### src/rtl/uf2bf_pkg.sv
// ----------------------------------------------------------------------------
// UF2 block framer package
// Shared constants, register map, state and command types, and the CRC step.
// ----------------------------------------------------------------------------
`default_nettype none

package uf2bf_pkg;

  localparam int unsigned BLOCK_BYTES = 256;
  localparam int unsigned BLOCK_SHIFT = $clog2(BLOCK_BYTES);
  localparam int unsigned APB_ADDR_W  = 4;

  localparam logic [31:0] CRC_POLY        = 32'h04c11db7;
  localparam logic [31:0] CRC_INIT        = 32'hffffffff;
  localparam logic [31:0] MAGIC_START0    = 32'h0a324655;
  localparam logic [31:0] MAGIC_START1    = 32'h9e5d5157;
  localparam logic [31:0] HDR_FLAGS       = 32'h00002000;
  localparam logic [31:0] TRAILER_MAGIC   = 32'h0ab16f30;
  localparam logic [31:0] BLOCK_SIZE_WORD = 32'(BLOCK_BYTES);

  localparam logic [7:0] CRC_SPAN    = 8'd252;
  localparam logic [7:0] PAD_BYTE    = 8'hff;
  localparam logic [7:0] OFFSET_LAST = 8'(BLOCK_BYTES - 1);

  localparam logic [5:0] TAIL_ZEROS = 6'd55;
  localparam logic [5:0] MAX_RUN    = 6'd63;
  localparam logic [3:0] MAX_RES    = 4'd13;

  localparam logic [15:0] TOTAL_RESET  = 16'd1;
  localparam logic [31:0] BASE_RESET   = 32'h10000000;
  localparam logic [31:0] FAMILY_RESET = 32'he48bff56;
  localparam logic        CRC_EN_RESET = 1'b1;

  typedef enum logic [1:0] {
    REG_TOTAL_BLOCKS,
    REG_BASE_ADDRESS,
    REG_FAMILY_ID,
    REG_CRC_FIRST
  } uf2bf_reg_e;

  typedef enum logic [2:0] {
    HDR_MAGIC0,
    HDR_MAGIC1,
    HDR_FLAG_WORD,
    HDR_ADDRESS,
    HDR_SIZE,
    HDR_INDEX,
    HDR_TOTAL,
    HDR_FAMILY
  } uf2bf_hdr_e;

  typedef enum logic [1:0] {
    ST_IDLE,
    ST_HDR,
    ST_BYTE,
    ST_TAIL
  } uf2bf_state_e;

  typedef enum logic [1:0] {
    OP_NONE,
    OP_HDR,
    OP_BYTE,
    OP_TAIL
  } uf2bf_op_e;

  typedef struct packed {
    uf2bf_op_e op;
    logic      go;
    logic      load;
    logic      flush;
  } uf2bf_cmd_t;

  typedef struct packed {
    logic offset_zero;
    logic offset_end;
    logic emit;
    logic last;
    logic hdr_done;
    logic tail_done;
  } uf2bf_stat_t;

  typedef struct packed {
    logic [15:0] total_blocks;
    logic [31:0] base_address;
    logic [31:0] family_id;
    logic        crc_first_block;
  } uf2bf_cfg_t;

  // One byte of an MSB-first CRC-32, data entering at the top bit.
  function automatic logic [31:0] crc_byte(input logic [31:0] crc, input logic [7:0] b);
    logic [31:0] c;
    logic [7:0]  v;
    logic        top;
    c = crc;
    v = b;
    for (int i = 0; i < 8; i++) begin
      top = c[31] ^ v[7];
      c   = {c[30:0], 1'b0} ^ (top ? CRC_POLY : 32'h0);
      v   = {v[6:0], 1'b0};
    end
    return c;
  endfunction

endpackage

`default_nettype wire

### src/rtl/uf2bf_regs.sv
// ----------------------------------------------------------------------------
// UF2 block framer configuration registers
// APB register file holding the header fields and the CRC enable.
// ----------------------------------------------------------------------------
`default_nettype none

module uf2bf_regs import uf2bf_pkg::*; (
  input  logic                  clk_i,
  input  logic                  rst_ni,
  input  logic                  psel,
  input  logic                  penable,
  input  logic                  pwrite,
  input  logic [APB_ADDR_W-1:0] paddr,
  input  logic [31:0]           pwdata,
  output logic [31:0]           prdata,
  output logic                  pready,
  output uf2bf_cfg_t            cfg_o
);

  uf2bf_cfg_t cfg_q, cfg_d;
  uf2bf_reg_e reg_sel;
  logic       wr_en;

  assign reg_sel = uf2bf_reg_e'(paddr[3:2]);
  assign wr_en   = psel && penable && pwrite;
  assign pready  = 1'b1;
  assign cfg_o   = cfg_q;

  always_comb begin
    cfg_d = cfg_q;
    if (wr_en) begin
      unique case (reg_sel)
        REG_TOTAL_BLOCKS: cfg_d.total_blocks    = pwdata[15:0];
        REG_BASE_ADDRESS: cfg_d.base_address    = pwdata;
        REG_FAMILY_ID:    cfg_d.family_id       = pwdata;
        REG_CRC_FIRST:    cfg_d.crc_first_block = pwdata[0];
        default: ;
      endcase
    end
  end

  always_comb begin
    unique case (reg_sel)
      REG_TOTAL_BLOCKS: prdata = {16'h0, cfg_q.total_blocks};
      REG_BASE_ADDRESS: prdata = cfg_q.base_address;
      REG_FAMILY_ID:    prdata = cfg_q.family_id;
      REG_CRC_FIRST:    prdata = {31'h0, cfg_q.crc_first_block};
      default:          prdata = 32'h0;
    endcase
  end

  always_ff @(posedge clk_i or negedge rst_ni) begin
    if (!rst_ni) begin
      cfg_q.total_blocks    <= TOTAL_RESET;
      cfg_q.base_address    <= BASE_RESET;
      cfg_q.family_id       <= FAMILY_RESET;
      cfg_q.crc_first_block <= CRC_EN_RESET;
    end else begin
      cfg_q <= cfg_d;
    end
  end

endmodule

`default_nettype wire

### config.mk
export PLATFORM = sky130hd
export DESIGN_NAME = uf2bf_regs
export DESIGN_NICKNAME = d
export VERILOG_FILES = /design/src/rtl/uf2bf_pkg.sv /design/src/rtl/uf2bf_regs.sv
export SDC_FILE = /design/constraint.sdc
export NUM_CORES = 1
export LEC_CHECK = 0
export BUFFER_PORTS_ARGS = -buffer_cell sky130_fd_sc_hd__clkbuf_2
export CAP_MARGIN = 20
export CORE_UTILIZATION = 51
export DETAILED_ROUTE_END_ITERATION = 7
export MAX_ROUTING_LAYER = met4
export PLACE_DENSITY = 0.93
export SKIP_LAST_GASP = 1
export SYNTH_ARGS = -nofsm -noshare
export SYNTH_HDL_FRONTEND = slang
export SYNTH_SLANG_ARGS = --single-unit
### constraint.sdc
create_clock -name clk_i -period 2 [get_ports clk_i]
set_input_delay 0.2 -clock clk_i [delete_from_list [all_inputs] [get_ports clk_i]]
set_output_delay 0.2 -clock clk_i [all_outputs]
set_load 0.01 [all_outputs]
# After elaboration in Yosys (flattened, before gate mapping)
# Cells that the tools add are included.
[word_totals]
ff_bits = 81
input_bits = 41
output_inout_bits = 114
wordCells = 15
[op_classes]
eq_ne = 3
n_mux = 1
n_reduce_logical = 7
[op_table]
columns = ["operator", "count"]
rows = [
  ["one-hot mux 32 bit (4 select lines)", 1],
  ["AND reduction 2 bit", 4],
  ["equality test 2 bit (second input constant)", 2],
  ["equality test 2 x 1 -> 1 bit (second input constant)", 1],
  ["logical AND 1 bit", 2],
  ["zero test 2 bit", 1],
]

# Depth between registers and ports, before layout
[logic_depth]
depth_word = 3
mapped_depth = 5
mapped_depth_nobuf = 3

# Worst setup path after synthesis
# OpenSTA, ideal clock, no wires.
[synth_timing]
path_kind = "input-to-reg"
from = "input paddr[2]"
to = "register cfg_q (netlist bit cfg_o[66])"
setup_ps = 125
arrival_time_ps = 1326
required_ps = 1875
setup_slack_ps = 549
stages = 4
n_path_buf = 2
cell_sequence = "buf_2 > nor3_2 > buf_4 > mux2_2"
[synth_between]
elab_chain_cells = 2
[synth_rtl]
columns = ["element", "line_no", "source"]
rows = [
  ["start: declaration", "uf2bf_regs.sv:13", "input logic [APB_ADDR_W-1:0] paddr,"],
  ["zero test 2 bit", "uf2bf_regs.sv:32", "unique case (reg_sel)"],
  ["AND reduction 2 bit (no source line)", "-", ""],
  ["end signal: assignment", "uf2bf_regs.sv:59", "cfg_q <= cfg_d;"],
  ["end: declaration", "uf2bf_regs.sv:20", "uf2bf_cfg_t cfg_q, cfg_d;"],
]
# Every way passes these cells.
# A chain may end at the register's enable or synchronous reset.

# Final worst setup path
[layout_timing]
from = "input paddr[3]"
to = "output prdata[13]"
[layout_between]
elab_chain_cells = 2
elab_cells_between_ends = 5
classes_between = "3 x eq/ne; 1 x mux; 1 x reduce/logical"
[layout_rtl]
columns = ["element", "line_no", "source"]
rows = [
  ["equality test 2 bit, or another cell as far along", "uf2bf_regs.sv:43", "unique case (reg_sel)"],
  ["one-hot mux 32 bit (4 select lines) *", "uf2bf_regs.sv:43", ""],
  ["end: declaration", "uf2bf_regs.sv:15", "output logic [31:0] prdata,"],
]
# Mark *: on every way between the ends. The rest lies on a longest branch, timed or not.

==> flow_metrics.tcl <==
set metrics [dict create \
    core_sq_um 6830 \
    p_leak_nw 2.38 \
    powerDensity_nw_per_um2 1100 \
    synth_most_common_cell "mux2_2" \
    yosysSeqAreaShare_pct 56.8 \
    rsz0062_at_grt "no" \
    antennaDiodeCount 0 \
    clk_transition_reported_paths_ns 0.08 \
    dr_total_vias 2665 \
    critPathArrivalTime_ns 1.42 \
    layoutNonFillerInstCount 509 \
    clk_latency_ns 0.33 \
    gp_congestion 0.769 \
    die_x_um 86.2 \
    synthToLayoutAreaGrowth_pct 31.2 \
    post-route-drc-count 0 \
    dr.pass1.iters 4 \
    finalCriticalPeriod_ns 1.62 \
    maxCapViolations 0 \
    cts-root-buf "clkbuf_8" \
    syn_avg_cell_area_sq_um 14.4 \
    nets 449 \
    postSynthCellCount 251 \
    dp_cells 492 \
    synth_area_leaders "dfrtp_1, mux2_2, dfstp_2, mux2i_1, a22o_1" \
    synth_top_area_cell "dfrtp_1" \
    synth.top_cells.by_count "mux2_2, dfrtp_1, dfstp_2" \
    io_pins 155 \
    dp_hpwl_um 6060 \
    r2r-start "cfg_o[60]" \
    holdBufCountCts 1 \
    synthFlopType "dfrtp_1" \
    final-setup-viol-count 0 \
    cts_sinks 81 \
    postRouteAntennaNets 0 \
    crit_path_start "paddr[3]" \
    clock-skew-final_ns 0 \
    rows 30 \
    highest_layer "met4" \
    endpoint_kind "output pin" \
    grt_pass1_wl_um 13600 \
    drtIter0Drc 85 \
    met1Wirelength_um 3650 \
    path_class "in -> out" \
    slew_headroom_pct 65.2 \
    met2_length_um 4240 \
    crit_required_ns 1.80 \
    tightest_slew_ns 0.522 \
    die_y_um 86.2 \
    largest_reg_flops 81 \
    cts_tree "built" \
    post_cts_resized 0 \
    hp-class "in -> reg" \
    fmax_mhz 616 \
    synth_seq_cells 81 \
    grt_max_degree 42 \
    wl_met3_um 502 \
    crit_fanout 21 \
    period_share_pct 81.2 \
    drive_above_1_share_pct 69.5 \
    wl_per_cell_um 16.7 \
    cp-start-kind "primary input" \
    clk_path_buf_depth 2 \
    antenna_found_initial 0 \
    grt_pass1_vias 2770 \
    dieArea_sq_um 7430 \
    vias_per_cell 5.24 \
    synth-edff-count 0 \
    post_cts_buffers 0 \
    async_reset_ff_share_pct 100 \
    synth_top_area_share_pct 40.1 \
    ir_drop_uv 601 \
    io_buffers 151 \
    cts_buffers 9 \
    slew_viol_final 0 \
    run_status "complete, no violations" \
    worstHoldPathCells 2 \
    htreeDepth 3 \
    synthesis.nets 292 \
    ys_types 22 \
    drt-total-wl_um 8500 \
    syn_area_sq_um 3620 \
    yosysWarnings 0 \
    min_from "pwdata[24]" \
    grt_use_total_pct 24.8 \
    hold_violations 0 \
    grt_remaining_overflow 0 \
    start_util_pct 52.9 \
    r2r_cells 1 \
    tns_ns 0 \
]
[metal layers]
metal	track usage (%)	up-vias
met1	30.4	1309
met5	-	-
met3	4.48	10
met4	9.55	0
li1	-	1220
met2	40.9	126
[worst max-delay path, stage by stage]
cell and delay, ns:
clkbuf_2 0.08, buf_4 0.26, nor2b_2 0.21, buf_4 0.30, nand2_1 0.10, o21ai_0 0.10, clkbuf_2 0.17
[metrics by stage]
step / util, % / instance area [sq um] / power, mW / setup WS [ns] / hold WS (ns)
5_1_grt: 69.5 / 4750 / 5.52 / 0.218 / 0.0865
2_1_floorplan: - / 3620 / 3.16 / 0.549 / -0.0956
3_3_place_gp: 65.9 / 4500 / 3.80 / 0.278 / 0.201
3_5_place_dp: 65.9 / 4500 / 3.89 / 0.220 / 0.209
6_report: 69.5 / 4750 / 5.23 / 0.375 / 0.109
4_1_cts: 69.5 / 4750 / 5.29 / 0.385 / 0.0941
[final timing paths]
kind | end | slack [ns]
max in group asynchronous | cfg_o[27] | 0.93
min | cfg_o[25] | 0.11
max | prdata[13] | 0.38
min reg2reg | cfg_o[29] | 0.54
max reg2reg | cfg_o[60] | 1.18
min in group asynchronous | cfg_o[34] | 0.38
[logic make-up (layout without fill, tap and decap cells)]
logic type / Yosys count / after routing / share of synthesized area, %
AO/OA/AOI/OAI: 31 / 31 / 5.95
buffers and inverters: 18 / 180 / 3.25
flip-flops: 81 / 81 / 56.8
multiplexers: 97 / 97 / 30.6
other: 1 / 1 / 0.104
AND/OR/NAND/NOR: 23 / 23 / 3.25
[report_power, final]
group	internal (mW)	switching, mW
sequential	2.10	0.311
combinational	0.747	0.694
clock	0.831	0.548
[area by class of cell]
cell class	instances	area [sq um]
clock inverter	5	104
clock buffer	11	131
multi-input combinational	152	1450
fill	499	2080
timing repair buffer	164	883
tap	96	120
sequential	81	2060
[cells in the final DEF (no fill, tap or decap), types with 3 or more instances in the layout]
cell and count:
clkbuf_8 9, dfstp_2 23, nand2_1 16, mux2_4 6, o21ai_0 15, buf_4 11, bufinv_16 3, dfrtp_1 58
mux2_2 75, a22o_1 16, clkbuf_2 150, mux2i_1 15
No activity file was read; power rests on OpenSTA's default activity.
