[src/rtl/uf2bf_pkg.sv]
// ----------------------------------------------------------------------------
// UF2 block framer package
// Shared constants, register map, state and command types, and the CRC step.
// ----------------------------------------------------------------------------
`default_nettype none

package uf2bf_pkg;

  localparam int unsigned BLOCK_BYTES = 256;
  localparam int unsigned BLOCK_SHIFT = $clog2(BLOCK_BYTES);
  localparam int unsigned APB_ADDR_W  = 4;

  localparam logic [31:0] CRC_POLY        = 32'h04c11db7;
  localparam logic [31:0] CRC_INIT        = 32'hffffffff;
  localparam logic [31:0] MAGIC_START0    = 32'h0a324655;
  localparam logic [31:0] MAGIC_START1    = 32'h9e5d5157;
  localparam logic [31:0] HDR_FLAGS       = 32'h00002000;
  localparam logic [31:0] TRAILER_MAGIC   = 32'h0ab16f30;
  localparam logic [31:0] BLOCK_SIZE_WORD = 32'(BLOCK_BYTES);

  localparam logic [7:0] CRC_SPAN    = 8'd252;
  localparam logic [7:0] PAD_BYTE    = 8'hff;
  localparam logic [7:0] OFFSET_LAST = 8'(BLOCK_BYTES - 1);

  localparam logic [5:0] TAIL_ZEROS = 6'd55;
  localparam logic [5:0] MAX_RUN    = 6'd63;
  localparam logic [3:0] MAX_RES    = 4'd13;

  localparam logic [15:0] TOTAL_RESET  = 16'd1;
  localparam logic [31:0] BASE_RESET   = 32'h10000000;
  localparam logic [31:0] FAMILY_RESET = 32'he48bff56;
  localparam logic        CRC_EN_RESET = 1'b1;

  typedef enum logic [1:0] {
    REG_TOTAL_BLOCKS,
    REG_BASE_ADDRESS,
    REG_FAMILY_ID,
    REG_CRC_FIRST
  } uf2bf_reg_e;

  typedef enum logic [2:0] {
    HDR_MAGIC0,
    HDR_MAGIC1,
    HDR_FLAG_WORD,
    HDR_ADDRESS,
    HDR_SIZE,
    HDR_INDEX,
    HDR_TOTAL,
    HDR_FAMILY
  } uf2bf_hdr_e;

  typedef enum logic [1:0] {
    ST_IDLE,
    ST_HDR,
    ST_BYTE,
    ST_TAIL
  } uf2bf_state_e;

  typedef enum logic [1:0] {
    OP_NONE,
    OP_HDR,
    OP_BYTE,
    OP_TAIL
  } uf2bf_op_e;

  typedef struct packed {
    uf2bf_op_e op;
    logic      go;
    logic      load;
    logic      flush;
  } uf2bf_cmd_t;

  typedef struct packed {
    logic offset_zero;
    logic offset_end;
    logic emit;
    logic last;
    logic hdr_done;
    logic tail_done;
  } uf2bf_stat_t;

  typedef struct packed {
    logic [15:0] total_blocks;
    logic [31:0] base_address;
    logic [31:0] family_id;
    logic        crc_first_block;
  } uf2bf_cfg_t;

  // One byte of an MSB-first CRC-32, data entering at the top bit.
  function automatic logic [31:0] crc_byte(input logic [31:0] crc, input logic [7:0] b);
    logic [31:0] c;
    logic [7:0]  v;
    logic        top;
    c = crc;
    v = b;
    for (int i = 0; i < 8; i++) begin
      top = c[31] ^ v[7];
      c   = {c[30:0], 1'b0} ^ (top ? CRC_POLY : 32'h0);
      v   = {v[6:0], 1'b0};
    end
    return c;
  endfunction

endpackage

`default_nettype wire

[src/rtl/uf2bf_ctrl.sv]
// ----------------------------------------------------------------------------
// UF2 block framer controller
// Sequences header, byte, padding and trailer work for each accepted byte.
// ----------------------------------------------------------------------------
`default_nettype none

module uf2bf_ctrl import uf2bf_pkg::*; (
  input  logic        clk_i,
  input  logic        rst_ni,
  input  logic        in_valid_i,
  output logic        in_ready_o,
  input  uf2bf_stat_t stat_i,
  input  logic        push_ready_i,
  input  logic        flush_ok_i,
  output uf2bf_cmd_t  cmd_o
);

  uf2bf_state_e state_q, state_d;

  always_comb begin
    state_d = state_q;
    unique case (state_q)
      ST_IDLE: begin
        if (in_valid_i && flush_ok_i) begin
          state_d = stat_i.offset_zero ? ST_HDR : ST_BYTE;
        end
      end
      ST_HDR: begin
        if (push_ready_i && stat_i.hdr_done) begin
          state_d = ST_BYTE;
        end
      end
      ST_BYTE: begin
        if (!stat_i.emit || push_ready_i) begin
          if (stat_i.offset_end) begin
            state_d = ST_TAIL;
          end else if (!stat_i.last) begin
            state_d = ST_IDLE;
          end
        end
      end
      ST_TAIL: begin
        if (push_ready_i && stat_i.tail_done) begin
          state_d = ST_IDLE;
        end
      end
      default: state_d = ST_IDLE;
    endcase
  end

  always_comb begin
    cmd_o      = '{op: OP_NONE, go: 1'b0, load: 1'b0, flush: 1'b0};
    in_ready_o = 1'b0;
    unique case (state_q)
      ST_IDLE: begin
        cmd_o.flush = 1'b1;
        in_ready_o  = flush_ok_i;
        cmd_o.load  = in_valid_i && flush_ok_i;
      end
      ST_HDR: begin
        cmd_o.op = OP_HDR;
        cmd_o.go = push_ready_i;
      end
      ST_BYTE: begin
        cmd_o.op = OP_BYTE;
        cmd_o.go = !stat_i.emit || push_ready_i;
      end
      ST_TAIL: begin
        cmd_o.op = OP_TAIL;
        cmd_o.go = push_ready_i;
      end
      default: ;
    endcase
  end

  always_ff @(posedge clk_i or negedge rst_ni) begin
    if (!rst_ni) begin
      state_q <= ST_IDLE;
    end else begin
      state_q <= state_d;
    end
  end

endmodule

`default_nettype wire

[config.mk]
export PLATFORM = sky130hd
export DESIGN_NAME = uf2bf_ctrl
export DESIGN_NICKNAME = d
export VERILOG_FILES = /design/src/rtl/uf2bf_pkg.sv /design/src/rtl/uf2bf_ctrl.sv
export SDC_FILE = /design/constraint.sdc
export NUM_CORES = 1
export LEC_CHECK = 0
export ABC_AREA = 1
export ABC_CLOCK_PERIOD_IN_PS = 1390
export BUFFER_PORTS_ARGS = -buffer_cell sky130_fd_sc_hd__buf_2
export CAP_MARGIN = 20
export CELL_PAD_IN_SITES_DETAIL_PLACEMENT = 1
export CELL_PAD_IN_SITES_GLOBAL_PLACEMENT = 2
export CORE_UTILIZATION = 14
export DETAILED_ROUTE_END_ITERATION = 8
export GPL_TIMING_DRIVEN = 0
export PLACE_DENSITY_LB_ADDON = 0.08
export SYNTH_ARGS = -nofsm -noshare
export SYNTH_HDL_FRONTEND = slang
export SYNTH_SLANG_ARGS = --single-unit
[constraint.sdc]
create_clock -name clk_i -period 1.39 [get_ports clk_i]
set_clock_uncertainty 0.15 [all_clocks]
set_input_delay 0.278 -clock clk_i [delete_from_list [all_inputs] [get_ports clk_i]]
set_output_delay 0.278 -clock clk_i [all_outputs]
set_load 0.01 [all_outputs]
; ---- Word-level counts from Yosys, hierarchy flattened
; Cells that the tools add are included.
[classes]
n_eq_ne = 8
n_mux = 11
n_reduce_logical = 7
[ops]
columns = operator, n
row1 = 2-to-1 mux 2 bit, 8
row2 = one-hot mux 3 bit (3 select lines), 1
row3 = inequality test 2 bit (second input constant), 4
row4 = one-hot mux 2 bit (4 select lines), 1
row5 = AND reduction 5 bit, 1
row6 = == test 2 bit (second input constant), 2
row7 = logical AND 1 bit, 3
row8 = inequality test 3 bit (second input constant), 1
row9 = == test 2 x 1 -> 1 bit (second input constant), 1
row10 = logical NOT 2 bit, 1
row11 = logical NOT 1 bit, 1
row12 = logical OR 1 bit, 1
row13 = 2-to-1 mux 1 bit, 1
[word_totals]
reg_bits = 2
in_bits = 11
out_inout_bits = 6
elab_cells = 27

; ---- Logic depth before layout (Yosys ltp)
[logic_depth]
ltp_word = 4
ltp_mapped = 7
ltp_nobuf = 7

; ---- Worst setup path before layout
; OpenSTA, ideal clock, no wires.
[synth_timing]
path_kind = flip-flop to output port
from = reg state_q[0]
to = out cmd_o[1] (netlist name)
t_arrival_ns = 0.923
required_time_ns = 0.962
setup_slack_ns = 0.039
path_stages_with_launch = 4
n_path_buf = 0
path_cell_list = dfrtp_1 nor2_2 inv_1 nor2_1
[synth_rtl]
columns = element, line
row1 = start: declaration, uf2bf_ctrl.sv:18  ; uf2bf_state_e state_q, state_d;
row2 = start signal: assignment, uf2bf_ctrl.sv:80  ; state_q <= state_d;
row3 = end: declaration, uf2bf_ctrl.sv:15  ; output uf2bf_cmd_t cmd_o

==> results.cfg <==
[setup_path]
crit_buf_inv = 1
critPathMaxStageDelay_ps = 450
path_delay_family = flip-flops
path_cells = nor2_4 -> a21oi_1 -> a21oi_1 -> buf_2
cp.required_ps = 960
cp-end-kind = primary output
cp-start-kind = flop
slowest_stage = dfrtp_2
crit_fanout = 5
cp.arrival_ps = 1060
path_common_cell = a21oi_1
critPathKind = flop to primary output

[clock_tree]
numCtsBuffers = 3
clk_pin_slew_ps = 30
cts.sinks = 2
clockBufferDepth = 2
cts_tree = yes
root_buffer = clkbuf_4
htree_levels = 1
clk_latency_ps = 220

[route]
drtIter0Drc = 0
dr.pass1.iters = 1
wire_per_inst_um = 8.67
via_per_inst = 4.07
drc = 0
vias = 346
antenna_left = 0
wl_um = 737

[timing]
period_needed_ps = 1490
tns_ps = -440
max_freq_mhz = 671
worst_slack_ps = -99.5
drv_slew = 0
tightestPinTransition_ps = 158
finalHoldViolCount = 0
period_share_pct = 107
setup_viol = 6
maxSlewHeadroom_pct = 89.4
grt_setup_unrepaired = true

[power_and_ir_drop]
power_leakage_nw = 0.274
power_density_nw_per_um2 = 2150
ir_drop_v = 0.000658

[place]
globalplace.congestion = 0.687
postPlaceCellArea_um2 = 320
place_ws_ps = -27.5
dp_cells = 72
port_buffers = 16
hpwl_um = 515

[die]
fp-row-count = 13
die_h_um = 41.8
die_area_um2 = 1740
fp.coreArea_um2 = 1380
io_pins = 17
die_x_um = 41.8
initial_core_util_pct = 16.0

[grt]
grt_pass1_vias = 328
grt_overflow = 0
antenna_found_initial = 0
grt_max_degree = 6
grt_usage_pct = 9.38
grt_pass1_wl_um = 1330

[finish]
largest-register = state_q
final_core_util_pct = 33.0
area_growth_pct = 106
postLayoutCellArea_um2 = 457
finalNetCount = 83
layout-drive-gt1-share_pct = 55.7
finalNonFillerCells = 85
largestRegisters = state_q: 2 flops
largest_reg_flops = 2
n_antenna_cell = 0

[synth]
synth_fa_ha_area_share_pct = 0
syn_nets = 52
avgSynthCellArea_um2 = 5.40
synth_top_family_by_area = simple AND/OR/NAND/NOR gates
synth-compound-area-share_pct = 14.1
synth_warnings = 0
syn_area_um2 = 221
ys_ff_latch = 2
synth_mux_area_share_pct = 0
synth_xor_area_share_pct = 0
synth-simple-area-share_pct = 46.3
ys_seq_area_share_pct = 22.6
syn-instance-count = 41
yosysUniqueCellTypes = 12

[worst_hold_path]
worstHoldPathType = input pin to async pin

[run_status]
status = finished, violations left
violations = setup timing

[flow_run]
drv_cap = 0
## power breakdown
part           total, mW  leakage (nW)  switching, mW  internal, mW
combinational      0.714         0.237          0.323         0.391
sequential         0.141        0.0226         0.0486        0.0921
clock              0.126        0.0138         0.0306        0.0951
## through the flow
stage                     total power [mW]  hold slack (ps)
after detailed placement             0.553            -85.4
after CTS                            0.864              213
after global routing                  1.09              237
final                                0.980              223
after global placement               0.556            -85.6
after floorplan                      0.410             -168
## layout by cell type, fill, tap and decap left out
master | netlist | layout
nand3_1 | 4 | 4
nor2_1 | 4 | 3
nor2_4 | 0 | 2
dfrtp_2 | 0 | 2
o21ai_2 | 1 | 1
a21oi_1 | 3 | 2
clkbuf_1 | 2 | 1
a21oi_2 | 0 | 1
dlygate4sd3_1 | 0 | 1
buf_6 | 0 | 3
clkbuf_4 | 0 | 3
o21bai_1 | 1 | 1
buf_4 | 0 | 8
nor2_2 | 2 | 1
nand2_2 | 1 | 1
buf_2 | 0 | 15
nand2_1 | 13 | 13
inv_2 | 1 | 2
inv_1 | 7 | 6
## final timing paths
path                                 start         end  slack [ps]  depth (start not counted)
worst max register to register  state_q[0]  state_q[1]          10                          7
worst max-delay path            state_q[0]    cmd_o[2]        -100                          4
worst min register to register  state_q[1]  state_q[1]         670                          4
max in group asynchronous           rst_ni  state_q[1]         760                          2
min in group clk_i               stat_i[4]  state_q[0]         300                          5
worst min-delay path                rst_ni  state_q[0]         220                          2
## cell families (layout without fill, tap and decap cells)
group                  Yosys count  after routing
flip-flops                       2              2
AO/OA/AOI/OAI                    5              5
buffers and inverters           10             39
AND/OR/NAND/NOR                 24             24
## worst register-to-register path, delay by kind of cell, from the launching register on
family                 cells  cell delay [ps]
AND/OR/NAND/NOR            4              280
buffers and inverters      3              380
flip-flops                 1              450
## Yosys cell counts (all sizes together)
master,count,share of area (%)
nand2,14,25
inv,8,14
nor2,6,12
nand3,4,9.0
a21oi,3,6.8
clkbuf,2,3.4
dfrtp,2,23
o21ai,1,4.0
o21bai,1,3.4
## routing by layer
layer  part of all wire, %  vias up  global-route usage (%)
met5                     0        -                       0
met4                     0        0                    3.87
met3                   6.8        0                    1.30
met2                    45       12                    15.0
met1                    48      151                    12.5
li1                      -      183                       -
## final cells by class
cell class                      instances  area (um2)
Fill cell                             197         926
Sequential cell                         2        52.6
Tap cell                               15        18.8
Clock buffer                            3        22.5
Multi-Input combinational cell         29         150
Buffer                                  1        3.75
Timing Repair Buffer                   27         179
Inverter                                8        30.0
## what timing repair did
action / 4_1_cts / 5_1_grt
endpoints found under the setup margin: 4 / 6
cloned: 0 / 0
resized for setup: 4 / 6
hold endpoints to repair: 2 / 0
pin swaps: 2 / 1
hold buffers: 1 / 0
setup buffers: 7 / 3
No activity file was read; power rests on OpenSTA's default activity.
