## config.mk

```make
export PLATFORM = sky130hd
export DESIGN_NAME = uf2bf_merge
export DESIGN_NICKNAME = d
export VERILOG_FILES = /design/src/rtl/uf2bf_pkg.sv /design/src/rtl/uf2bf_merge.sv
export SDC_FILE = /design/constraint.sdc
export NUM_CORES = 1
export LEC_CHECK = 0
export BUFFER_PORTS_ARGS = -buffer_cell sky130_fd_sc_hd__buf_2
export CORE_MARGIN = 2
export CORE_UTILIZATION = 45
export DETAILED_ROUTE_END_ITERATION = 7
export HOLD_SLACK_MARGIN = 0.05
export PLACE_DENSITY_LB_ADDON = 0.05
export SKIP_CTS_REPAIR_TIMING = 1
export SYNTH_ARGS = -nofsm -noshare
export SYNTH_HDL_FRONTEND = slang
export SYNTH_SLANG_ARGS = --single-unit
```

## constraint.sdc

```tcl
create_clock -name clk_i -period 5.9 [get_ports clk_i]
set_clock_uncertainty 0.05 [all_clocks]
set_input_delay 0.885 -clock clk_i [delete_from_list [all_inputs] [get_ports clk_i]]
set_output_delay 0.885 -clock clk_i [all_outputs]
set_load 0.1 [all_outputs]
```

## src/rtl/uf2bf_pkg.sv

```systemverilog
// ----------------------------------------------------------------------------
// UF2 block framer package
// Shared constants, register map, state and command types, and the CRC step.
// ----------------------------------------------------------------------------
`default_nettype none

package uf2bf_pkg;

  localparam int unsigned BLOCK_BYTES = 256;
  localparam int unsigned BLOCK_SHIFT = $clog2(BLOCK_BYTES);
  localparam int unsigned APB_ADDR_W  = 4;

  localparam logic [31:0] CRC_POLY        = 32'h04c11db7;
  localparam logic [31:0] CRC_INIT        = 32'hffffffff;
  localparam logic [31:0] MAGIC_START0    = 32'h0a324655;
  localparam logic [31:0] MAGIC_START1    = 32'h9e5d5157;
  localparam logic [31:0] HDR_FLAGS       = 32'h00002000;
  localparam logic [31:0] TRAILER_MAGIC   = 32'h0ab16f30;
  localparam logic [31:0] BLOCK_SIZE_WORD = 32'(BLOCK_BYTES);

  localparam logic [7:0] CRC_SPAN    = 8'd252;
  localparam logic [7:0] PAD_BYTE    = 8'hff;
  localparam logic [7:0] OFFSET_LAST = 8'(BLOCK_BYTES - 1);

  localparam logic [5:0] TAIL_ZEROS = 6'd55;
  localparam logic [5:0] MAX_RUN    = 6'd63;
  localparam logic [3:0] MAX_RES    = 4'd13;

  localparam logic [15:0] TOTAL_RESET  = 16'd1;
  localparam logic [31:0] BASE_RESET   = 32'h10000000;
  localparam logic [31:0] FAMILY_RESET = 32'he48bff56;
  localparam logic        CRC_EN_RESET = 1'b1;

  typedef enum logic [1:0] {
    REG_TOTAL_BLOCKS,
    REG_BASE_ADDRESS,
    REG_FAMILY_ID,
    REG_CRC_FIRST
  } uf2bf_reg_e;

  typedef enum logic [2:0] {
    HDR_MAGIC0,
    HDR_MAGIC1,
    HDR_FLAG_WORD,
    HDR_ADDRESS,
    HDR_SIZE,
    HDR_INDEX,
    HDR_TOTAL,
    HDR_FAMILY
  } uf2bf_hdr_e;

  typedef enum logic [1:0] {
    ST_IDLE,
    ST_HDR,
    ST_BYTE,
    ST_TAIL
  } uf2bf_state_e;

  typedef enum logic [1:0] {
    OP_NONE,
    OP_HDR,
    OP_BYTE,
    OP_TAIL
  } uf2bf_op_e;

  typedef struct packed {
    uf2bf_op_e op;
    logic      go;
    logic      load;
    logic      flush;
  } uf2bf_cmd_t;

  typedef struct packed {
    logic offset_zero;
    logic offset_end;
    logic emit;
    logic last;
    logic hdr_done;
    logic tail_done;
  } uf2bf_stat_t;

  typedef struct packed {
    logic [15:0] total_blocks;
    logic [31:0] base_address;
    logic [31:0] family_id;
    logic        crc_first_block;
  } uf2bf_cfg_t;

  // One byte of an MSB-first CRC-32, data entering at the top bit.
  function automatic logic [31:0] crc_byte(input logic [31:0] crc, input logic [7:0] b);
    logic [31:0] c;
    logic [7:0]  v;
    logic        top;
    c = crc;
    v = b;
    for (int i = 0; i < 8; i++) begin
      top = c[31] ^ v[7];
      c   = {c[30:0], 1'b0} ^ (top ? CRC_POLY : 32'h0);
      v   = {v[6:0], 1'b0};
    end
    return c;
  endfunction

endpackage

`default_nettype wire

```

## src/rtl/uf2bf_merge.sv

```systemverilog
// ----------------------------------------------------------------------------
// UF2 block framer run merger
// Folds equal consecutive words into counted runs and holds the output word.
// ----------------------------------------------------------------------------
`default_nettype none

module uf2bf_merge import uf2bf_pkg::*; (
  input  logic        clk_i,
  input  logic        rst_ni,
  input  logic        push_valid_i,
  input  logic [31:0] push_word_i,
  output logic        push_ready_o,
  input  logic        flush_i,
  output logic        flush_ok_o,
  output logic        out_valid_o,
  input  logic        out_ready_i,
  output logic [31:0] out_word_o,
  output logic [5:0]  out_rep_o,
  output logic        out_last_o
);

  logic        run_valid_q, run_valid_d;
  logic [31:0] run_word_q, run_word_d;
  logic [5:0]  run_cnt_q, run_cnt_d;
  logic [3:0]  res_cnt_q, res_cnt_d;
  logic        drop_q, drop_d;
  logic        out_valid_q, out_valid_d;
  logic [31:0] out_word_q, out_word_d;
  logic [5:0]  out_rep_q, out_rep_d;
  logic        out_last_q, out_last_d;

  logic out_free;
  logic match;
  logic final_res;

  assign out_free  = !out_valid_q || out_ready_i;
  assign match     = run_valid_q && (push_word_i == run_word_q) && (run_cnt_q != MAX_RUN);
  assign final_res = (res_cnt_q == MAX_RES - 4'd1);

  assign push_ready_o = drop_q || !run_valid_q || match || out_free;
  assign flush_ok_o   = !run_valid_q || out_free;

  assign out_valid_o = out_valid_q;
  assign out_word_o  = out_word_q;
  assign out_rep_o   = out_rep_q;
  assign out_last_o  = out_last_q;

  always_comb begin
    run_valid_d = run_valid_q;
    run_word_d  = run_word_q;
    run_cnt_d   = run_cnt_q;
    res_cnt_d   = res_cnt_q;
    drop_d      = drop_q;
    out_valid_d = out_valid_q && !out_ready_i;
    out_word_d  = out_word_q;
    out_rep_d   = out_rep_q;
    out_last_d  = out_last_q;
    if (push_valid_i && !drop_q) begin
      if (!run_valid_q) begin
        run_valid_d = 1'b1;
        run_word_d  = push_word_i;
        run_cnt_d   = 6'd1;
      end else if (match) begin
        run_cnt_d = run_cnt_q + 6'd1;
      end else begin
        out_valid_d = 1'b1;
        out_word_d  = run_word_q;
        out_rep_d   = run_cnt_q;
        out_last_d  = final_res;
        res_cnt_d   = res_cnt_q + 4'd1;
        if (final_res) begin
          drop_d      = 1'b1;
          run_valid_d = 1'b0;
        end else begin
          run_word_d = push_word_i;
          run_cnt_d  = 6'd1;
        end
      end
    end
    if (flush_i && flush_ok_o) begin
      if (run_valid_q) begin
        out_valid_d = 1'b1;
        out_word_d  = run_word_q;
        out_rep_d   = run_cnt_q;
        out_last_d  = 1'b1;
        run_valid_d = 1'b0;
      end
      res_cnt_d = 4'h0;
      drop_d    = 1'b0;
    end
  end

  always_ff @(posedge clk_i) begin
    run_word_q <= run_word_d;
    run_cnt_q  <= run_cnt_d;
    out_word_q <= out_word_d;
    out_rep_q  <= out_rep_d;
    out_last_q <= out_last_d;
  end

  always_ff @(posedge clk_i or negedge rst_ni) begin
    if (!rst_ni) begin
      run_valid_q <= 1'b0;
      res_cnt_q   <= 4'h0;
      drop_q      <= 1'b0;
      out_valid_q <= 1'b0;
    end else begin
      run_valid_q <= run_valid_d;
      res_cnt_q   <= res_cnt_d;
      drop_q      <= drop_d;
      out_valid_q <= out_valid_d;
    end
  end

endmodule

`default_nettype wire

```

## After elaboration in Yosys (flattened, before gate mapping)

Index checks and enable logic that the tools add are counted.

| operators by class | value |
|---|---|
| $lt $le $gt $ge | 0 |
| multiply operators | 0 |
| equal/unequal tests | 7 |
| bitwise operators | 0 |
| shifts and indexed selects | 0 |
| reductions and logical operators | 21 |
| mux-type cells | 40 |
| div/mod/pow operators | 0 |
| add/subtract/negate cells | 2 |

Operators with widths:

| cell | count |
|---|---|
| $mux 32 | 8 |
| $mux 6 | 7 |
| $eq 32x32->1 | 1 |
| $mux 1 | 21 |
| $mux 4 | 4 |
| $add 6x1->6 const B | 1 |
| $ne 6x6->1 const B | 1 |
| $reduce_and 3->1 | 2 |
| $reduce_bool 2->1 | 3 |
| $logic_and 1x1->1 | 5 |
| $logic_or 1x1->1 | 5 |
| $add 4x1->4 const B | 1 |
| $eq 4x4->1 const B | 1 |
| $logic_not 1->1 | 4 |
| $ne 2x2->1 const B | 2 |
| $reduce_and 4->1 | 1 |
| $ne 3x3->1 const B | 1 |
| $ne 2x1->1 const B | 1 |
| $reduce_and 2->1 | 1 |

| storage, ports and cells | value |
|---|---|
| bits of input ports | 37 |
| memory bits (read-only) | 0 |
| memories kept | 0 |
| bits in latches | 0 |
| memory bits (writable) | 0 |
| bits in registers | 84 |
| output and inout port bits | 42 |

## Logic depth before layout (Yosys ltp)

| depth | value |
|---|---|
| depth after elaboration | 8 |
| gate-level depth with buffers | 9 |

## Worst setup path after synthesis

OpenSTA, ideal clock, no wires.

| timing | value |
|---|---|
| kind | register -> output |
| start point | register out_valid_q, in the netlist out_valid_o |
| end point | output port push_ready_o |
| arrival | 2.827 ns |
| path buffers | 0 |
| setup slack | 2.138 ns |
| data required time | 4.965 ns |
| stages on the path, launching flop included | 4 |
| cell sequence | dfrtp_1 -> nand3b_1 -> nor2_1 -> nand2_1 |

| between the ends | value |
|---|---|
| cells in the longest elaborated chain, start to end | 3 |

Ends and longest elaborated chain:

| what | RTL line | text |
|---|---|---|
| start, declared | uf2bf_merge.sv:27 | `logic out_valid_q, out_valid_d;` |
| start signal, assigned | uf2bf_merge.sv:111 | `out_valid_q <= out_valid_d;` |
| $logic_not 1->1 | uf2bf_merge.sv:36 | `assign out_free = !out_valid_q \|\| out_ready_i;` |
| $logic_or 1x1->1 | uf2bf_merge.sv:36 |  |
| $logic_or 1x1->1 | uf2bf_merge.sv:40 | `assign push_ready_o = drop_q \|\| !run_valid_q \|\| match \|\| out_free;` |
| end, declared | uf2bf_merge.sv:12 | `output logic push_ready_o,` |

No other way between the ends.

## Worst setup path in the final report

| timing | value |
|---|---|
| start point | input port push_word_i[15] |
| end point | output port push_ready_o |

| between the ends | value |
|---|---|
| cells in the longest elaborated chain, start to end | 5 |

Ends and longest elaborated chain:

| what | RTL line | text |
|---|---|---|
| start, declared | uf2bf_merge.sv:11 | `input logic [31:0] push_word_i,` |
| $eq 32x32->1 | uf2bf_merge.sv:37 | `assign match = run_valid_q && (push_word_i == run_word_q) && (run_cnt_q != MAX_RUN);` |
| $logic_and 1x1->1 (2 in series) | uf2bf_merge.sv:37 |  |
| $logic_or 1x1->1 (2 in series) | uf2bf_merge.sv:40 |  |

No other way between the ends.

==> flow_metrics.py <==
metrics = {
    "setup_path": {
        "path_cells": "buf_2, xor2_1, nor4_1, and4b_2, nand3_1, nand2_1, buf_2",
        "cpMostUsedCell": "buf_2",
        "cp_num_cells": 7,
        "r2r_start": "run_cnt_q[0]",
        "slowest_stage": "nor4_1",
        "start_kind": "primary input",
        "worstSetupPathType": "primary input to output port",
        "cp.arrival_ps": 2700,
        "worst-path-buf-inv": 2,
        "required_ps": 4970,
        "cp-startpoint": "push_word_i[15]",
        "crit_path_end_kind": "output port",
        "critical_path.top_delay_family": "simple AND/OR/NAND/NOR gates",
        "worstPathMaxFanout": 6,
        "cp-endpoint": "push_ready_o",
        "worst-r2r-cell-count": 7,
        "rrSetupSlack_ps": 3080,
        "r2r_end": "run_word_q[12]",
        "max_stage_delay_ps": 450,
    },
    "synth": {
        "yosys-top-cells-count": "edfxtp_1, nor2b_1, xnor2_1, xor2_1, nor2_1",
        "synth_ff_type": "edfxtp_1",
        "yosys-mux-area-fraction_pct": 0,
        "syn_nets": 288,
        "synth_compound_area_share_pct": 2.51,
        "async_flop_share_pct": 8.33,
        "ys_ff_latch": 84,
        "synth_top_family_by_area": "simple AND/OR/NAND/NOR gates",
        "ys_seq_area_share_pct": 69.3,
        "synthAdderAreaFrac_pct": 1.05,
        "yosysTopAreaCell": "edfxtp_1",
        "syn_area_per_cell_um2": 14.5,
        "yosysMostFrequentCell": "edfxtp_1",
        "synth_cell_types": 33,
        "syn_inst": 248,
        "yosys.area_share.simple_pct": 15.9,
        "synth-edff-count": 77,
        "yosysWarnings": 0,
        "yosysTopAreaCellShare_pct": 64.5,
        "synth_area_mm2": 0.00359,
        "synth_xor_area_share_pct": 9.28,
        "synth_area_leaders": "edfxtp_1, nor2b_1, xnor2_1",
    },
    "sta": {
        "worst_slew_pin_slew_ps": 534,
        "finalSetupViolCount": 0,
        "period_minus_slack_ps": 3640,
        "fin_tns_setup_ps": 0,
        "final-hold-violation-count": 0,
        "relSlewSlack_pct": 64.3,
        "slew_violations": 0,
        "rsz0062_at_grt": "false",
        "max_freq_mhz": 275,
        "fin_crit_sh_pct": 61.6,
    },
    "power": {
        "p_sw_share_pct": 38.3,
        "power_frac_comb_pct": 30.1,
        "switching_power_mw": 0.661,
        "intPower_mw": 1.06,
        "clkPwrFrac_pct": 25.9,
        "powerDensity_mw_per_mm2": 400,
        "finalPower_mw": 1.72,
        "seqPwrFrac_pct": 44.0,
        "p_leak_nw": 1.66,
        "vdd_drop_max_v": 0.000181,
    },
    "place": {
        "io_buffers": 78,
        "dp_hpwl_mm": 4.62,
        "placed_area_mm2": 0.00409,
        "gp_congestion": 0.741,
        "placed_cells": 425,
    },
    "flow_run": {
        "drv_cap": 0,
    },
    "die": {
        "start_util_pct": 46.4,
        "die_w_um": 93.3,
        "core_area_mm2": 0.00773,
        "std_cell_rows": 32,
        "ios": 79,
        "fp.dieH_um": 93.3,
        "dieArea_mm2": 0.00870,
    },
    "grt": {
        "antenna_found_initial": 0,
        "grtUsageTotal_pct": 16.2,
        "grt_first_pass_wirelength_mm": 10.6,
        "first_global_vias": 2088,
        "grt_max_degree": 39,
        "grt_overflow": 0,
    },
    "hold_path": {
        "hold_path.class": "primary input to asynchronous set/reset pin",
    },
    "cts": {
        "cts_tree": "done",
        "cts_buffers": 9,
        "clkTransAtPathRegs_ps": 80,
        "cts_htree_levels": 3,
        "clk_path_buf_depth": 2,
        "cts.sinks": 84,
        "clockRootBuffer": "clkbuf_8",
        "clock_latency_ps": 330,
    },
    "cells_and_area": {
        "final_area_mm2": 0.00431,
        "antenna_cells": 0,
        "syn2layout_area_growth_pct": 20.2,
        "finish.net_count": 374,
        "layout.cells.non_filler": 441,
        "drive_gt1_share_pct": 29.2,
    },
    "detailed_routing": {
        "initialDrtViolationCount": 102,
        "wl_per_cell_um": 14.7,
        "drt_wl_total_mm": 6.48,
        "routed_via_density": 4.75,
        "vias": 2096,
        "drtPass1Iterations": 4,
        "drc": 0,
        "ant_nets": 0,
    },
    "run_status": {
        "outcome": "complete, no violations",
    },
}
## area by class of cell
type | instances | area (um2)
inverters | 7 | 26.3
flip-flops and latches | 84 | 2490
well taps | 102 | 128
multi-input cells | 151 | 1040
clock inverters | 4 | 73.8
clock buffers | 12 | 145
fillers | 689 | 3420
repair buffers | 81 | 413
## metrics by stage
step / setup WS [ps] / hold WS (ps) / util [%]
final: 2260 / 328 / 55.8
after global routing: 2120 / 324 / 55.8
after CTS: 2260 / 315 / 55.8
after detailed placement: 2260 / 484 / 53.0
after global placement: 2290 / 464 / 53.0
after floorplan: 2140 / 435 / -
## power by group through the flow
stage	sequential, mW	clock (mW)	combinational (mW)
floorplan	1.09	0	0.115
global placement	0.772	0	0.520
detailed placement	0.772	0	0.522
CTS	0.759	0.458	0.523
global route	0.767	0.482	0.543
finish	0.758	0.447	0.519
## placed cells by master, fill, tap and decap left out, drive strengths merged
cell type,count
clkinv,2
edfxtp,77
bufinv,2
nand4,11
nor4b,1
o21ai,2
and2,2
nand2b,3
dfrtp,7
ha,3
xnor2,24
nand2,10
a21o,1
nor2,13
nand3b,1
a21oi,2
clkbuf,12
xor2,14
nand3,9
a31oi,4
o211ai,1
and3,3
a311oi,1
nor4,3
nor2b,40
nor3b,1
buf,81
inv,7
and4b,2
## how the worst min path moves through the flow
stage	start	end
3_3_place_gp	drop_q	drop_q
2_1_floorplan	drop_q	drop_q
3_5_place_dp	drop_q	drop_q
6_report	rst_ni	out_valid_o
5_1_grt	rst_ni	drop_q
4_1_cts	rst_ni	out_valid_o
## layer usage
metal	wire (um)	GRT usage [%]	share of wire (%)	vias up
li1	-	-	-	1060
met1	3130	22.8	48	980
met2	2960	25.1	46	51
met3	326	3.38	5.0	5
met4	64	5.64	0.99	0
met5	0	0	0	-
## logic make-up after synthesis
| logic type | after synthesis |
|---|---|
| fa+ha+maj | 3 |
| xor+xnor | 38 |
| buf+inv | 13 |
| simple gates | 99 |
| compound gates | 11 |
| flops | 84 |
(Power assumes the default switching activity.)
