**src/rtl/uf2bf_pkg.sv**
```systemverilog
// ----------------------------------------------------------------------------
// UF2 block framer package
// Shared constants, register map, state and command types, and the CRC step.
// ----------------------------------------------------------------------------
`default_nettype none

package uf2bf_pkg;

  localparam int unsigned BLOCK_BYTES = 256;
  localparam int unsigned BLOCK_SHIFT = $clog2(BLOCK_BYTES);
  localparam int unsigned APB_ADDR_W  = 4;

  localparam logic [31:0] CRC_POLY        = 32'h04c11db7;
  localparam logic [31:0] CRC_INIT        = 32'hffffffff;
  localparam logic [31:0] MAGIC_START0    = 32'h0a324655;
  localparam logic [31:0] MAGIC_START1    = 32'h9e5d5157;
  localparam logic [31:0] HDR_FLAGS       = 32'h00002000;
  localparam logic [31:0] TRAILER_MAGIC   = 32'h0ab16f30;
  localparam logic [31:0] BLOCK_SIZE_WORD = 32'(BLOCK_BYTES);

  localparam logic [7:0] CRC_SPAN    = 8'd252;
  localparam logic [7:0] PAD_BYTE    = 8'hff;
  localparam logic [7:0] OFFSET_LAST = 8'(BLOCK_BYTES - 1);

  localparam logic [5:0] TAIL_ZEROS = 6'd55;
  localparam logic [5:0] MAX_RUN    = 6'd63;
  localparam logic [3:0] MAX_RES    = 4'd13;

  localparam logic [15:0] TOTAL_RESET  = 16'd1;
  localparam logic [31:0] BASE_RESET   = 32'h10000000;
  localparam logic [31:0] FAMILY_RESET = 32'he48bff56;
  localparam logic        CRC_EN_RESET = 1'b1;

  typedef enum logic [1:0] {
    REG_TOTAL_BLOCKS,
    REG_BASE_ADDRESS,
    REG_FAMILY_ID,
    REG_CRC_FIRST
  } uf2bf_reg_e;

  typedef enum logic [2:0] {
    HDR_MAGIC0,
    HDR_MAGIC1,
    HDR_FLAG_WORD,
    HDR_ADDRESS,
    HDR_SIZE,
    HDR_INDEX,
    HDR_TOTAL,
    HDR_FAMILY
  } uf2bf_hdr_e;

  typedef enum logic [1:0] {
    ST_IDLE,
    ST_HDR,
    ST_BYTE,
    ST_TAIL
  } uf2bf_state_e;

  typedef enum logic [1:0] {
    OP_NONE,
    OP_HDR,
    OP_BYTE,
    OP_TAIL
  } uf2bf_op_e;

  typedef struct packed {
    uf2bf_op_e op;
    logic      go;
    logic      load;
    logic      flush;
  } uf2bf_cmd_t;

  typedef struct packed {
    logic offset_zero;
    logic offset_end;
    logic emit;
    logic last;
    logic hdr_done;
    logic tail_done;
  } uf2bf_stat_t;

  typedef struct packed {
    logic [15:0] total_blocks;
    logic [31:0] base_address;
    logic [31:0] family_id;
    logic        crc_first_block;
  } uf2bf_cfg_t;

  // One byte of an MSB-first CRC-32, data entering at the top bit.
  function automatic logic [31:0] crc_byte(input logic [31:0] crc, input logic [7:0] b);
    logic [31:0] c;
    logic [7:0]  v;
    logic        top;
    c = crc;
    v = b;
    for (int i = 0; i < 8; i++) begin
      top = c[31] ^ v[7];
      c   = {c[30:0], 1'b0} ^ (top ? CRC_POLY : 32'h0);
      v   = {v[6:0], 1'b0};
    end
    return c;
  endfunction

endpackage

`default_nettype wire

```
**src/rtl/uf2bf_datapath.sv**
```systemverilog
// ----------------------------------------------------------------------------
// UF2 block framer datapath
// Block position, word packing, CRC register and the word source selection.
// ----------------------------------------------------------------------------
`default_nettype none

module uf2bf_datapath import uf2bf_pkg::*; #(
  parameter int unsigned BLOCK_INDEX_BITS = 16
) (
  input  logic        clk_i,
  input  logic        rst_ni,
  input  uf2bf_cmd_t  cmd_i,
  input  uf2bf_cfg_t  cfg_i,
  input  logic [7:0]  data_byte_i,
  input  logic        end_of_image_i,
  output uf2bf_stat_t stat_o,
  output logic        push_valid_o,
  output logic [31:0] push_word_o
);

  logic [7:0]                  byte_q, byte_d;
  logic                        last_q, last_d;
  logic [7:0]                  offset_q, offset_d;
  logic [BLOCK_INDEX_BITS-1:0] block_q, block_d;
  logic [23:0]                 asm_q, asm_d;
  logic [31:0]                 crc_q, crc_d;
  logic [5:0]                  cnt_q, cnt_d;

  logic        crc_on;
  logic        in_slot;
  logic        emit;
  logic        hdr_done;
  logic        tail_done;
  uf2bf_hdr_e  hdr_sel;
  logic [63:0] block_shift;
  logic [31:0] hdr_word;
  logic [31:0] tail_word;
  logic [31:0] byte_word;

  assign crc_on    = (block_q == '0) && cfg_i.crc_first_block;
  assign in_slot   = crc_on && (offset_q >= CRC_SPAN);
  assign emit      = in_slot ? (offset_q == OFFSET_LAST) : (offset_q[1:0] == 2'b11);
  assign hdr_sel   = uf2bf_hdr_e'(cnt_q[2:0]);
  assign hdr_done  = (hdr_sel == HDR_FAMILY);
  assign tail_done = (cnt_q == TAIL_ZEROS);

  assign block_shift = 64'(block_q) << BLOCK_SHIFT;

  always_comb begin
    unique case (hdr_sel)
      HDR_MAGIC0:    hdr_word = MAGIC_START0;
      HDR_MAGIC1:    hdr_word = MAGIC_START1;
      HDR_FLAG_WORD: hdr_word = HDR_FLAGS;
      HDR_ADDRESS:   hdr_word = cfg_i.base_address + block_shift[31:0];
      HDR_SIZE:      hdr_word = BLOCK_SIZE_WORD;
      HDR_INDEX:     hdr_word = 32'(block_q);
      HDR_TOTAL:     hdr_word = {16'h0, cfg_i.total_blocks};
      HDR_FAMILY:    hdr_word = cfg_i.family_id;
      default:       hdr_word = 32'h0;
    endcase
  end

  assign tail_word = tail_done ? TRAILER_MAGIC : 32'h0;
  assign byte_word = in_slot ? crc_q : {byte_q, asm_q};

  always_comb begin
    unique case (cmd_i.op)
      OP_HDR:  push_word_o = hdr_word;
      OP_BYTE: push_word_o = byte_word;
      OP_TAIL: push_word_o = tail_word;
      default: push_word_o = 32'h0;
    endcase
  end

  assign push_valid_o = cmd_i.go && ((cmd_i.op == OP_HDR) || (cmd_i.op == OP_TAIL) ||
                                     ((cmd_i.op == OP_BYTE) && emit));

  assign stat_o = '{offset_zero: (offset_q == 8'h0),
                    offset_end:  (offset_q == OFFSET_LAST),
                    emit:        emit,
                    last:        last_q,
                    hdr_done:    hdr_done,
                    tail_done:   tail_done};

  always_comb begin
    byte_d   = byte_q;
    last_d   = last_q;
    offset_d = offset_q;
    block_d  = block_q;
    asm_d    = asm_q;
    crc_d    = crc_q;
    cnt_d    = cnt_q;
    if (cmd_i.load) begin
      byte_d = data_byte_i;
      last_d = end_of_image_i;
    end
    if (cmd_i.go) begin
      unique case (cmd_i.op)
        OP_HDR: begin
          cnt_d = hdr_done ? 6'h0 : cnt_q + 6'd1;
        end
        OP_BYTE: begin
          if (!in_slot) begin
            if (crc_on) begin
              crc_d = crc_byte(crc_q, byte_q);
            end
            if (offset_q[1:0] == 2'b11) begin
              asm_d = 24'h0;
            end else begin
              asm_d = asm_q | (24'(byte_q) << {offset_q[1:0], 3'b000});
            end
          end
          offset_d = offset_q + 8'd1;
          byte_d   = PAD_BYTE;
        end
        OP_TAIL: begin
          if (tail_done) begin
            cnt_d    = 6'h0;
            offset_d = 8'h0;
            asm_d    = 24'h0;
            if (last_q) begin
              block_d = '0;
              crc_d   = CRC_INIT;
            end else begin
              block_d = block_q + BLOCK_INDEX_BITS'(1);
            end
          end else begin
            cnt_d = cnt_q + 6'd1;
          end
        end
        default: ;
      endcase
    end
  end

  always_ff @(posedge clk_i) begin
    byte_q <= byte_d;
  end

  always_ff @(posedge clk_i or negedge rst_ni) begin
    if (!rst_ni) begin
      last_q   <= 1'b0;
      offset_q <= 8'h0;
      block_q  <= '0;
      asm_q    <= 24'h0;
      crc_q    <= CRC_INIT;
      cnt_q    <= 6'h0;
    end else begin
      last_q   <= last_d;
      offset_q <= offset_d;
      block_q  <= block_d;
      asm_q    <= asm_d;
      crc_q    <= crc_d;
      cnt_q    <= cnt_d;
    end
  end

endmodule

`default_nettype wire

```
**config.mk**
```make
export PLATFORM = sky130hd
export DESIGN_NAME = uf2bf_datapath
export DESIGN_NICKNAME = d
export VERILOG_FILES = /design/src/rtl/uf2bf_pkg.sv /design/src/rtl/uf2bf_datapath.sv
export SDC_FILE = /design/constraint.sdc
export NUM_CORES = 1
export LEC_CHECK = 0
export BUFFER_PORTS_ARGS = -buffer_cell sky130_fd_sc_hd__buf_2
export CAP_MARGIN = 5
export CORE_MARGIN = 3
export CORE_UTILIZATION = 51
export DETAILED_ROUTE_END_ITERATION = 7
export PLACE_DENSITY = 0.84
export SLEW_MARGIN = 25
export SYNTH_ARGS = -nofsm -noshare
export SYNTH_HDL_FRONTEND = slang
export SYNTH_SLANG_ARGS = --single-unit
export TNS_END_PERCENT = 10
```
**constraint.sdc**
```tcl
create_clock -name clk_i -period 2.07 [get_ports clk_i]
set_input_delay 0.1035 -clock clk_i [delete_from_list [all_inputs] [get_ports clk_i]]
set_output_delay 0.1035 -clock clk_i [all_outputs]
set_load 0.05 [all_outputs]
```
* Word-level counts from Yosys, hierarchy flattened
Index checks and enable logic that the tools add are counted.
Word-level totals: flip-flop bits (word level) 95, output and inout port bits 39, word-level logic and storage cells 94
Cells by class: add/sub/neg operators 4, order comparisons 1, equality and inequality tests 17, shifts and indexed selects 1, multiplexer cells 31, bitwise logic cells 17, reductions and logical operators 16
Operator list (number):
- one-hot mux 32 bit (8 select lines) | 1
- bitwise XOR 32 x 27 -> 32 bit | 8
- 2-to-1 mux 27 bit | 8
- 2-to-1 mux 32 bit | 5
- one-hot mux 32 bit (3 select lines) | 1
- 2-to-1 mux 24 bit | 3
- one-hot mux 32 bit (2 select lines) | 1
- one-hot mux 24 bit (2 select lines) | 1
- adder 32 x 24 -> 32 bit | 1
- 2-to-1 mux 8 bit | 4
- 2-to-1 mux 28 bit | 1
- bitwise OR 24 bit | 1
- left shift 8 x 5 -> 24 bit | 1
- adder 16 x 1 -> 16 bit (second input constant) | 1
- zero test 16 bit | 1
- 2-to-1 mux 16 bit | 1
- one-hot mux 8 bit (2 select lines) | 1
- equality test 3 bit (second input constant) | 4
- 2-to-1 mux 6 bit | 2
- one-hot mux 6 bit (2 select lines) | 1
- adder 8 x 1 -> 8 bit (second input constant) | 1
- equality test 8 bit (second input constant) | 1
- >= comparator 8 bit (second input constant) | 1
- zero test 8 bit | 1
- 17 further kinds | 36

* Longest topological paths before layout
word-level depth 27, gate-level depth with buffers 10

* Least setup slack after synthesis
No wires, ideal clock.
kind flip-flop to output port, start point register block_q[4], end point output push_word_o[25], arrival time 3.046 ns, data required time 1.966 ns, setup slack -1.080 ns, stages on the path, launching flop included 9, cell sequence dfrtp_1 -> ha_1 -> a21o_1 -> a31o_2 -> a31o_2 -> a21o_1 -> a41o_1 -> xnor2_1 -> o21ai_0
Between the ends: cells in the longest elaborated chain, start to end 5, elaborated cells between the ends (all ways) 7, those cells by class add/sub (1); mux (3); reduce/logical (3)
RTL lines:
- start, declared | line uf2bf_datapath.sv:24 | logic [BLOCK_INDEX_BITS-1:0] block_q, block_d;
- start signal, assigned | line uf2bf_datapath.sv:151 | block_q <= block_d;
- branches (longest 4 deep; another with adder 32 x 24 -> 32 bit)
- one-hot mux 32 bit (3 select lines) (*) | line uf2bf_datapath.sv:67 | unique case (cmd_i.op)
- end, declared | line uf2bf_datapath.sv:18 | output logic [31:0] push_word_o
Every way passes the cells marked *.

* Worst setup path in the final report
start point register block_q[0], end point output push_word_o[28]
The elaborated chain is that of the path after synthesis.

==> reports/qor.json <==
{
  "status": "finished, violations left",
  "violated_checks": "DRC, setup timing",
  "worstHoldStart": "end_of_image_i",
  "power.density_cell_area_nw_per_um2": 1010,
  "largest_net_degree_at_the_start_of_global_routing": 88,
  "grt_pass1_vias": 8108,
  "cts-htree-levels": 3,
  "first_pass_iters": 8,
  "fillCellCount": 738,
  "cts-buffers-inserted": 9,
  "layout.core_utilization_pct": 77.8,
  "synthDominantCellAreaShare_pct": 19.7,
  "diodes": 0,
  "fp-row-count": 42,
  "worst-path-max-fanout": 4,
  "leakage_power_total_nw": 4.52,
  "avgSynthCellArea_sq_um": 8.83,
  "die_x_um": 123,
  "placeableCoreArea_sq_um": 13300,
  "area_delta_synth_final_pct": 48.2,
  "cts.path.max_buffers": 2,
  "synth_area_sq_um": 6980,
  "die_area_sq_um": 15100,
  "place_congestion": 0.945,
  "detail-route-antenna-nets": 0,
  "slew_headroom_pct": 58.9,
  "wirelength_um": 30600,
  "via_count": 8397,
  "grt_first_pass_wirelength_um": 42100,
  "final.min_clock_period_ns": 2.94,
  "whs_ns": 0.0280,
  "timing.critical_path.from_type": "flip-flop",
  "synth-seq-cells": 95,
  "grt_antenna_before_repair": 1,
  "worstSetupEndpoint": "push_word_o[28]",
  "start_util_pct": 52.5,
  "synthArstFlopShare_pct": 91.6,
  "cts_root_buf": "clkbuf_16",
  "synth.distinct_cells": 69,
  "cts_tree": "built",
  "synth_enable_flop_cells": 0,
  "synth_seq_area_share_pct": 34.1,
  "yosys.area.top_type": "dfrtp_1",
  "criticalPathCategory": "flip-flop to output pin",
  "num-nets-final": 1197,
  "synth_fp_nets": 914,
  "achievable-frequency_mhz": 340,
  "placed_area_sq_um": 9140,
  "synth_area_leaders": "dfrtp_1 (20%), dfstp_2 (12%), a21oi_1 (7.6%), xnor2_1 (7.2%), mux2i_1 (5.2%)",
  "capture_instance_of_the_worst_register_to_register_path": "crc_q[11]",
  "required_time_worst_endpoint_ns": 1.97,
  "timing_max_transition_violations_final": 0,
  "critical_path.startpoint": "block_q[0]",
  "yosysWarningCount": 0,
  "die_height_um": 123,
  "worst-r2r-setup-slack_ns": -0.39,
  "drt-wirelength-per-cell_um": 24.4,
  "netlist_instances": 790,
  "setup_slack_ns": -0.871,
  "most_frequently_used_flop_master_after_synthesis": "dfrtp_1",
  "hold_viol_final": 0,
  "port_buffers": 134,
  "clock-skew-final_ns": 0.0116,
  "final_instance_area_sq_um": 10300,
  "reg2reg_depth": 12,
  "setup_viol": 98,
  "drv_cap": 0,
  "worst_pin_slew_ns": 0.615,
  "min_path_type": "input pin to flip-flop",
  "drive_gt1_share_pct": 46.1,
  "detail_route.drc_violations": 26,
  "grt_setup_unrepaired": "true",
  "clock_insertion_delay_worst_skew_ns": 0.37,
  "r2r_start": "block_q[0]",
  "initialDrtViolationCount": 1321,
  "clock_sinks": 95,
  "type_of_destination_of_the_critical_path": "output pin",
  "path_clk_slew_ns": 0.07,
  "detailedPlacementHpwl_um": 19000,
  "routed_via_density": 6.70,
  "share_of_the_clock_period_used_by_the_worst_path_pct": 142,
  "worst_ir_drop_vdd_mv": 0.718,
  "timing.critical_path.arrival_ns": 2.84,
  "boundaryPins": 136,
  "total_global_routing_overflow": 0,
  "grt_util_all_layers_pct": 36.3
}
## logic make-up after synthesis
group           synth area share, %
simple gates                   16.5
compound gates                 19.8
xor+xnor                       14.7
flops                          34.1
buf+inv                        3.80
mux                            6.13
fa+ha+maj                      4.95
## cell type report
class	instances	area [sq um]	share of cell area, %
multi-input cells	639	4980	48.2
repair buffers	315	2430	23.5
flip-flops and latches	95	2380	23.0
clock buffers	10	229	2.21
well taps	176	220	2.13
inverters	13	51.3	0.496
clock inverters	6	50.0	0.484
## critical path, cell delays in order (launching register included)
cell       delay, ns
dfrtp_1         0.38
ha_2            0.20
inv_2           0.05
fa_2            0.39
nor2b_4         0.17
o2111ai_4       0.14
a21oi_4         0.22
buf_6           0.12
nor3_2          0.03
nor2_1          0.11
buf_4           0.16
mux2i_4         0.25
o21ai_4         0.08
buf_6           0.15
## registers in the layout, indices dropped and copies added, names as in the netlist
name,flops
crc_q,32
asm_q,24
block_q,16
byte_q,8
offset_q,8
cnt_q,6
last_q,1
## synth_stat cells, drive strengths merged (2+ instances only)
cell type,instances
dfstp,32
nor2b,6
a22oi,2
nand2,64
ha,26
buf,19
a21o,4
a32oi,2
or3,5
a222oi,11
o21a,2
dfxtp,8
a22o,3
o31ai,4
a31o,2
dfrtp,55
nor4,7
a41oi,2
inv,13
a221oi,6
a21oi,106
nand4,12
o221ai,8
nand3,19
o22ai,9
o22a,6
clkbuf,24
a21boi,2
nor2,89
mux2i,36
and4,2
mux2,6
o21ai,46
xnor2,66
a31oi,2
and2,10
and3,10
nand2b,3
xor2,37
nor3,9
o211ai,3
## stage by stage
stage	TNS, ns	setup WS, ns	total power (W)	instances
5_1_grt	-48.19	-0.912	0.0108	1254
2_1_floorplan	-8.64	-0.366	0.00607	790
4_1_cts	-29.11	-0.775	0.00981	1243
3_5_place_dp	-26.90	-0.597	0.00776	1214
3_3_place_gp	-21.93	-0.574	0.00760	1214
6_report	-42.47	-0.871	0.0104	1254
## how the worst min path moves through the flow
stage                     cells past startpoint        to
after floorplan                               0  asm_q[0]
after global placement                        2  cnt_q[0]
after detailed placement                      2  cnt_q[0]
after CTS                                     2    last_q
after global routing                          2    last_q
final                                         2    last_q
## per-layer routing
layer | vias to the layer above | track usage, % | share of wire [%]
met2 | 803 | 58.9 | 45
met5 | - | 0 | 0.056
met4 | 2 | 17.4 | 7.5
li1 | 3402 | - | -
met3 | 238 | 8.19 | 13
met1 | 3952 | 45.9 | 34
## placed cells by master (no fill, tap or decap), types with 23 or more instances in the layout
cell and instances:
nor2_1 87, dfstp_2 32, a21oi_2 23, buf_4 155
o21ai_0 26, buf_2 100, buf_6 38, nand2_1 63
xor2_1 31, dfrtp_1 54, a21oi_1 79, xnor2_1 54
## repair_timing
item / 4_1_cts / 5_1_grt
resized for setup: 124 / 60
endpoints found under the hold margin: 63 / 0
cloned: 1 / 0
endpoints found under the setup margin: 107 / 107
pin swaps: 25 / 19
setup buffers: 3 / 12
hold buffers: 9 / 0
## where the power goes
part	switching [W]	internal [W]
Sequential	0.000535	0.00237
Combinational	0.00339	0.00245
Clock	0.000843	0.000835
Note: power is estimated with default switching activity, not from simulation.
